==> src/rtl/core/cip_pkg.sv <==
// Shared types and constants for the chain interval projector.
// Used by cip_ctrl, cip_dp and chain_interval_projector.
package cip_pkg;

  localparam int MaxRegions = 32;
  localparam int MaxFlank = 15;
  localparam int HistDepth = MaxFlank + 2;
  localparam int CoordW = 31;
  localparam int SlotW = 5;
  localparam logic [CoordW-1:0] MaxV = {CoordW{1'b1}};

  typedef enum logic [1:0] {
    MODE_LOAD   = 2'd0,
    MODE_BLOCK  = 2'd1,
    MODE_FINISH = 2'd2,
    MODE_NONE   = 2'd3
  } mode_t;

  typedef enum logic [2:0] {
    REG_FLANK  = 3'd0,
    REG_COUNT  = 3'd1,
    REG_TSTART = 3'd2,
    REG_TEND   = 3'd3,
    REG_QSTART = 3'd4,
    REG_QEND   = 3'd5,
    REG_QLEN   = 3'd6,
    REG_QFWD   = 3'd7
  } reg_idx_t;

  typedef enum logic [2:0] {
    ST_IDLE,
    ST_BLOCK,
    ST_SCAN,
    ST_REPORT,
    ST_CLEAR
  } state_t;

  typedef struct packed {
    logic [1:0]        mode;
    logic [SlotW-1:0]  region_slot;
    logic [CoordW-1:0] region_begin;
    logic [CoordW-1:0] region_finish;
    logic              same_chromosome;
    logic [CoordW-1:0] block_length;
    logic [CoordW-1:0] target_gap;
    logic [CoordW-1:0] query_gap;
  } in_item_t;

  typedef struct packed {
    logic [SlotW-1:0]  region_number;
    logic [CoordW-1:0] projected_start;
    logic [CoordW-1:0] projected_end;
    logic              last_result;
  } out_item_t;

  typedef struct packed {
    logic [3:0]        flank;
    logic [5:0]        count;
    logic [CoordW-1:0] tstart;
    logic [CoordW-1:0] tend;
    logic [CoordW-1:0] qstart;
    logic [CoordW-1:0] qend;
    logic [CoordW-1:0] qlen;
    logic              qfwd;
  } cfg_t;

  // controller -> datapath
  typedef struct packed {
    logic             load;
    logic             block;
    logic             scan;
    logic             report;
    logic             clear;
    logic [SlotW-1:0] idx;
  } cmd_t;

  function automatic logic [CoordW-1:0] sat_add(input logic [CoordW-1:0] a,
                                                input logic [CoordW-1:0] b);
    logic [CoordW:0] s;
    s = {1'b0, a} + {1'b0, b};
    return s[CoordW] ? MaxV : s[CoordW-1:0];
  endfunction

  function automatic logic [CoordW-1:0] sat_sub(input logic [CoordW-1:0] a,
                                                input logic [CoordW-1:0] b);
    return (a > b) ? a - b : '0;
  endfunction

endpackage

==> src/rtl/core/cip_ctrl.sv <==
// Sequencer for the chain interval projector: accepts items, walks regions.
// Depends on cip_pkg; drives cip_dp through cmd_t.
module cip_ctrl (
  input  logic                        clk,
  input  logic                        rst,
  input  logic                        in_valid,
  input  logic [1:0]                  in_mode,
  output logic                        in_stall,
  input  logic [5:0]                  count,
  output logic                        out_valid,
  input  logic                        out_stall,
  output logic                        out_last,
  output cip_pkg::cmd_t               cmd
);

  cip_pkg::state_t state, state_next;
  logic [cip_pkg::SlotW-1:0] idx, idx_next;
  logic [5:0] n;
  logic       idx_last;

  assign n = (count > 6'(cip_pkg::MaxRegions)) ? 6'(cip_pkg::MaxRegions) : count;
  assign idx_last = (6'(idx) + 6'd1 >= n);
  assign in_stall = (state != cip_pkg::ST_IDLE);

  always_ff @(posedge clk) begin
    if (rst) begin
      state <= cip_pkg::ST_IDLE;
      idx <= '0;
    end else begin
      state <= state_next;
      idx <= idx_next;
    end
  end

  always_comb begin
    state_next = state;
    idx_next = idx;
    cmd = '0;
    cmd.idx = idx;
    out_valid = 1'b0;
    out_last = idx_last;
    unique case (state)
      cip_pkg::ST_IDLE: begin
        idx_next = '0;
        if (in_valid) begin
          unique case (cip_pkg::mode_t'(in_mode))
            cip_pkg::MODE_LOAD: cmd.load = 1'b1;
            cip_pkg::MODE_BLOCK: begin
              cmd.block = 1'b1;
              state_next = cip_pkg::ST_BLOCK;
            end
            cip_pkg::MODE_FINISH:
              state_next = (n == 6'd0) ? cip_pkg::ST_CLEAR : cip_pkg::ST_REPORT;
            default: ;
          endcase
        end
      end
      cip_pkg::ST_BLOCK: begin
        // history and cursors are settled; sweep regions next unless the count is zero
        state_next = (n == 6'd0) ? cip_pkg::ST_IDLE : cip_pkg::ST_SCAN;
      end
      cip_pkg::ST_SCAN: begin
        cmd.scan = 1'b1;
        idx_next = idx + 1'b1;
        if (idx_last) state_next = cip_pkg::ST_IDLE;
      end
      cip_pkg::ST_REPORT: begin
        cmd.report = 1'b1;
        out_valid = 1'b1;
        if (!out_stall) begin
          idx_next = idx + 1'b1;
          if (idx_last) state_next = cip_pkg::ST_CLEAR;
        end
      end
      cip_pkg::ST_CLEAR: begin
        cmd.clear = 1'b1;
        state_next = cip_pkg::ST_IDLE;
      end
      default: state_next = cip_pkg::ST_IDLE;
    endcase
  end

  a_one_cmd: assert property (@(posedge clk) disable iff (rst)
    $onehot0({cmd.load, cmd.block, cmd.scan, cmd.report, cmd.clear}))
    else $error("multiple commands");
  a_clear_after_report: assert property (@(posedge clk) disable iff (rst)
    (state == cip_pkg::ST_REPORT && !out_stall && idx_last) |=> cmd.clear)
    else $error("report not followed by clear");
  a_scan_bounded: assert property (@(posedge clk) disable iff (rst)
    cmd.scan |-> (6'(idx) < n))
    else $error("scan beyond count");

endmodule

==> config.mk <==
export PLATFORM = sky130hd
export DESIGN_NAME = cip_ctrl
export DESIGN_NICKNAME = d
export VERILOG_FILES = /design/src/rtl/core/cip_pkg.sv /design/src/rtl/core/cip_ctrl.sv
export SDC_FILE = /design/constraint.sdc
export NUM_CORES = 1
export LEC_CHECK = 0
export BUFFER_PORTS_ARGS = -buffer_cell sky130_fd_sc_hd__buf_4
export CORE_MARGIN = 2
export CORE_UTILIZATION = 51
export CTS_BUF_LIST = sky130_fd_sc_hd__clkbuf_16
export DETAILED_ROUTE_END_ITERATION = 8
export GPL_ROUTABILITY_DRIVEN = 0
export PLACE_DENSITY = 0.8
export SETUP_SLACK_MARGIN = 0.05
export SYNTH_ARGS = -nofsm -noshare
export SYNTH_HDL_FRONTEND = slang
export SYNTH_SLANG_ARGS = --single-unit
==> constraint.sdc <==
create_clock -name clk -period 6.2 [get_ports clk]
set_input_delay 0.93 -clock clk [delete_from_list [all_inputs] [get_ports clk]]
set_output_delay 0.93 -clock clk [all_outputs]
set_load 0.005 [all_outputs]
After elaboration in Yosys (flattened, before gate mapping):

Index checks and enable logic that the tools add are counted.

* mux-type cells: 18
* $lt $le $gt $ge: 2
* add/sub/neg operators: 2
* eq/ne operators: 11
* reductions and logical operators: 7

Operator list (number)
* $mux W3: 5
* $pmux W5 S3: 1
* $pmux W3 S4: 1
* $ne A2 B2 Y1 const B: 4
* $add A5 B1 Y6 const B: 1
* $eq A3 B2 Y1 const B: 2
* $ge A6 B6 Y1: 1
* $gt A6 B6 Y1 const B: 1
* $logic_not A6 Y1: 1
* $mux W2: 3
* $mux W6: 1
* $pmux W3 S2: 1
* $reduce_bool A3 Y1: 2
* $add A5 B1 Y5 const B: 1
* $mux W1: 5
* $mux W5: 1
* $reduce_and A5 Y1: 1
* $eq A3 B1 Y1 const B: 1
* $eq A3 B3 Y1 const B: 1
* $logic_not A3 Y1: 1
* $ne A3 B1 Y1 const B: 1
* $eq A2 B1 Y1 const B: 1
* $eq A2 B2 Y1 const B: 1
* $logic_not A2 Y1: 1
* $reduce_and A2 Y1: 1

* register bits after elaboration: 8
* word-level logic and storage cells: 42
* input port bits: 12

Logic depth before layout (Yosys ltp):

* depth in word-level cells: 7
* depth in mapped cells: 9
* depth with buffers taken out: 9

Least setup slack after synthesis:

Ideal clock, no wire load.

* path type: input-to-output
* start: in count[0]
* end: out out_last
* stages on the path: 5
* arrival time: 1740 ps
* slack: 3530 ps
* required time: 5270 ps
* path buffers: 0
* cells stage by stage: nor2b_1 ha_1 nand2b_1 a21oi_1 o221ai_1

* cells in the longest elaborated chain, start to end: 3

Ends and longest elaborated chain
* start, declared: RTL line cip_ctrl.sv:9 `input logic [5:0] count,`
* $gt A6 B6 Y1: RTL line cip_ctrl.sv:21 `assign n = (count > 6'(cip_pkg::MaxRegions)) ? 6'(cip_pkg::MaxRegions) : count;`
* $mux W6 (*): RTL line cip_ctrl.sv:21
* $ge A6 B6 Y1 (*): RTL line cip_ctrl.sv:22 `assign idx_last = (6'(idx) + 6'd1 >= n);`
* end, declared: RTL line cip_ctrl.sv:12 `output logic out_last,`

Mark *: on every way between the ends. The rest lies on a longest branch, timed or not.

Worst setup path in the final report:

Ends and elaborated chain as after synthesis.

==> metrics.log <==
[metrics] unrepaired setup endpoints after global routing: false
[metrics] latest clock arrival within the worst-skew pair: 0.23 ns
[metrics] nets: 139
[metrics] status: finished, final reports clean
[metrics] Hold Violations, Final: 0
[metrics] first-pass GRT wire length: 2490 um
[metrics] achievable frequency: ~0.33 GHz
[metrics] count of antenna diodes in the layout: 0
[metrics] area after detailed placement: 870 sq um
[metrics] core occupancy in the finished layout: 73.5%
[metrics] Critical Path End Type: output port
[metrics] clk sink count: 8
[metrics] startpoint type of the worst setup path: input pin
[metrics] starting utilization of the core area: 53.4%
[metrics] Worst Path Class, Setup: input pin to output port
[metrics] Iter 0 DRT Violations: 9
[metrics] post-route insts no fill: 130
[metrics] warning count from the yosys run: 0
[metrics] worst hold-check path type: register to register
[metrics] unique cell type count in the Yosys netlist: 31
[metrics] worst slew pin tran: 0.418 ns
[metrics] growth of design area from synthesis to finish: 37.8%
[metrics] main combinational cell family by area after synthesis: simple AND/OR/NAND/NOR gates
[metrics] biggest fanout along the worst timing path: 2
[metrics] portion of the post-synthesis area used by sequential elements: between 20% and 30%
[metrics] drt first pass iters: 4
[metrics] number of buffers created by CTS: 3
[metrics] proportion of layout cells with a drive suffix above 1: 25.2%
[metrics] Final HPWL DP: 1300 um
[metrics] Total Die Area: 1650 sq um
[metrics] flip-flop and latch count after synthesis: 8
[metrics] fin. max-slew vios: 0
[metrics] number of setup buffers added after CTS: 0
[metrics] core region area: between 1000 and 1500 sq um
[metrics] number of top-level design ports: 25
[metrics] xor/xnor cell area share of the yosys netlist: 3.83%
[metrics] required time at the endpoint of the critical path: roughly 5.3 ns
[metrics] compound-gate portion of the synthesized area: about 16%
[metrics] routed via count: 709
[metrics] total DRC errors in the routed layout: 0
[metrics] Arr. time, crit path: 2.07 ns
[metrics] netlist area before placement: 686 sq um
[metrics] global route total overflow: 0
[metrics] Die Wd: 40.7 um
[metrics] standard-cell row count: 13
[metrics] Worst Skew: 0.00112 ns
[metrics] y dimension of the die: ~41 um
[metrics] max-cap viol count: 0
[metrics] worst relative slew slack: 72.0%
[metrics] Avg Vias per Cell: 5.45
[metrics] final setup vio count: 0
[metrics] mean post-synth cell area: 7.53 sq um
[metrics] total nets after synthesis: 113
[metrics] Gate Count Post-Synth: between 90 and 100
[metrics] cell total after placement: ~130
[metrics] Final Cell Area: 945 sq um
[metrics] detailed-route wire length per cell: 12.6 um
[metrics] deepest clock path buffer count: 2
[metrics] Peak VDD IR: 273 uV
[metrics] most common library cell in the layout ignoring fill and taps: sky130_fd_sc_hd__buf_4
[metrics] Final period util: 48.4%
[metrics] leakage power of the design: between 0.0004 and 0.0005 uW
[metrics] adder and majority cell fraction of the synthesized area: ~18%
[metrics] CTS clock-pin slew for the worst setup and hold paths: 0.03 ns
[metrics] clock root buffer: sky130_fd_sc_hd__clkbuf_16
[metrics] simple-gate area share of the yosys netlist: 32.1%
[metrics] shortest period the worst path allows: 3.00 ns
[metrics] # H-tree levels: 1
[metrics] TritonCTS clock tree: yes
[metrics] power density relative to cell area: 303 nW/um^2
[metrics] sum of negative setup slack: 0 ns
[metrics] Routed Antenna Nets: 0
[metrics] via count of the first global-routing pass: 633
[metrics] number of gates resized after CTS: 0
[metrics] port buffer count: 24
[metrics] pin count of the biggest net entering global routing: 10
[metrics] antenna violations before repair: 0
[metrics] hold buffers post-CTS: 0
[metrics] most used cells in the layout excluding fill and tap cells: sky130_fd_sc_hd__buf_4 (24), sky130_fd_sc_hd__nor2_1 (12), sky130_fd_sc_hd__nand2_1 (11)
[metrics] multiplexer share of the synthesized area: 1.64%
[metrics] WL final: around 1600 um
[metrics] GRT Total Usage: 22.5%
[metal layers]
metal / up-vias / global-route usage [%] / part of all wire (%)
met4: 0 / 10.0 / 0.30
met5: - / 0 / 0
li1: 372 / - / -
met3: 2 / 1.63 / 4.5
met2: 18 / 37.3 / 46
met1: 317 / 29.6 / 49
[cells by family (layout without fill, tap and decap cells)]
kind of cell / Yosys count / in the layout
AND/OR/NAND/NOR: 44 / 44
adder cells (fa/ha/maj): 10 / 10
multiplexers: 1 / 1
XOR/XNOR: 3 / 3
flip-flops: 8 / 8
AO/OA/AOI/OAI: 18 / 18
buffers and inverters: 7 / 31
[cell usage after synthesis]
| cell type | n | area, sq um |
|---|---|---|
| sky130_fd_sc_hd__a21oi_1 | 9 | 45.0 |
| sky130_fd_sc_hd__a22oi_1 | 2 | 15.0 |
| sky130_fd_sc_hd__dfxtp_1 | 8 | 160 |
| sky130_fd_sc_hd__nor2b_1 | 2 | 12.5 |
| sky130_fd_sc_hd__nand2_1 | 11 | 41.3 |
| sky130_fd_sc_hd__nor2b_2 | 1 | 8.76 |
| sky130_fd_sc_hd__nor4_1 | 2 | 12.5 |
| sky130_fd_sc_hd__and2_1 | 2 | 12.5 |
| sky130_fd_sc_hd__o221ai_1 | 1 | 8.76 |
| sky130_fd_sc_hd__inv_1 | 4 | 15.0 |
| sky130_fd_sc_hd__nor3_2 | 1 | 10.0 |
| sky130_fd_sc_hd__o211a_1 | 1 | 10.0 |
| sky130_fd_sc_hd__mux2_1 | 1 | 11.3 |
| sky130_fd_sc_hd__or3_1 | 1 | 6.26 |
| sky130_fd_sc_hd__a221oi_1 | 1 | 8.76 |
| sky130_fd_sc_hd__xnor2_1 | 2 | 17.5 |
| sky130_fd_sc_hd__nor2_1 | 12 | 45.0 |
| sky130_fd_sc_hd__nand3b_1 | 1 | 7.51 |
| sky130_fd_sc_hd__o21ai_0 | 2 | 10.0 |
| sky130_fd_sc_hd__buf_4 | 1 | 7.51 |
| sky130_fd_sc_hd__xor2_1 | 1 | 8.76 |
| sky130_fd_sc_hd__nor3_1 | 1 | 5.00 |
| sky130_fd_sc_hd__clkbuf_1 | 1 | 3.75 |
| sky130_fd_sc_hd__buf_1 | 1 | 3.75 |
| sky130_fd_sc_hd__nand4_1 | 1 | 6.26 |
| sky130_fd_sc_hd__and3_1 | 4 | 25.0 |
| sky130_fd_sc_hd__o21a_1 | 1 | 7.51 |
| sky130_fd_sc_hd__ha_1 | 10 | 125 |
| sky130_fd_sc_hd__nand2b_1 | 2 | 12.5 |
| sky130_fd_sc_hd__o211ai_1 | 1 | 7.51 |
| sky130_fd_sc_hd__nand3_1 | 3 | 15.0 |
[through the flow]
stage	hold slack [ns]	total power (uW)	worst slack, ns
after floorplan	0.522	140	3.53
after global placement	0.540	178	3.25
after detailed placement	0.550	179	3.21
after CTS	0.558	289	3.21
after global routing	0.592	307	3.11
final	0.560	286	3.20
[critical path: stages]
cell                       delay (ns)
sky130_fd_sc_hd__buf_4           0.11
sky130_fd_sc_hd__nor2b_1         0.13
sky130_fd_sc_hd__ha_1            0.26
sky130_fd_sc_hd__nand2b_1        0.14
sky130_fd_sc_hd__a21oi_1         0.18
sky130_fd_sc_hd__o221ai_1        0.16
sky130_fd_sc_hd__buf_4           0.16
[state kept, by name, indices dropped and copies added, names as in the netlist]
| register | count |
|---|---|
| idx | 5 |
| state | 3 |
[final cells by class]
class	instances	area [sq um]
multi-input combinational	76	495
fill	97	340
tap	15	18.8
clock buffer	3	75.1
sequential	8	160
inverter	4	15.0
timing repair buffer	24	180
[where the power goes]
part	leakage, uW	internal (uW)	switching [uW]
sequential	0.0000650	59.1	12.5
clock	0.0000370	82.9	22.5
combinational	0.000374	51.5	58.0
total	0.000476	194	93.0
[final timing paths]
path                            startpoint       end  slack [ns]  depth (start not counted)
worst max-delay path              count[0]  out_last        3.20                          7
worst min-delay path                idx[3]    idx[3]        0.56                          2
worst max register to register      idx[0]  state[0]        3.88                          9
worst min register to register      idx[3]    idx[3]        0.56                          2
Power figures use the tool's default switching activity.
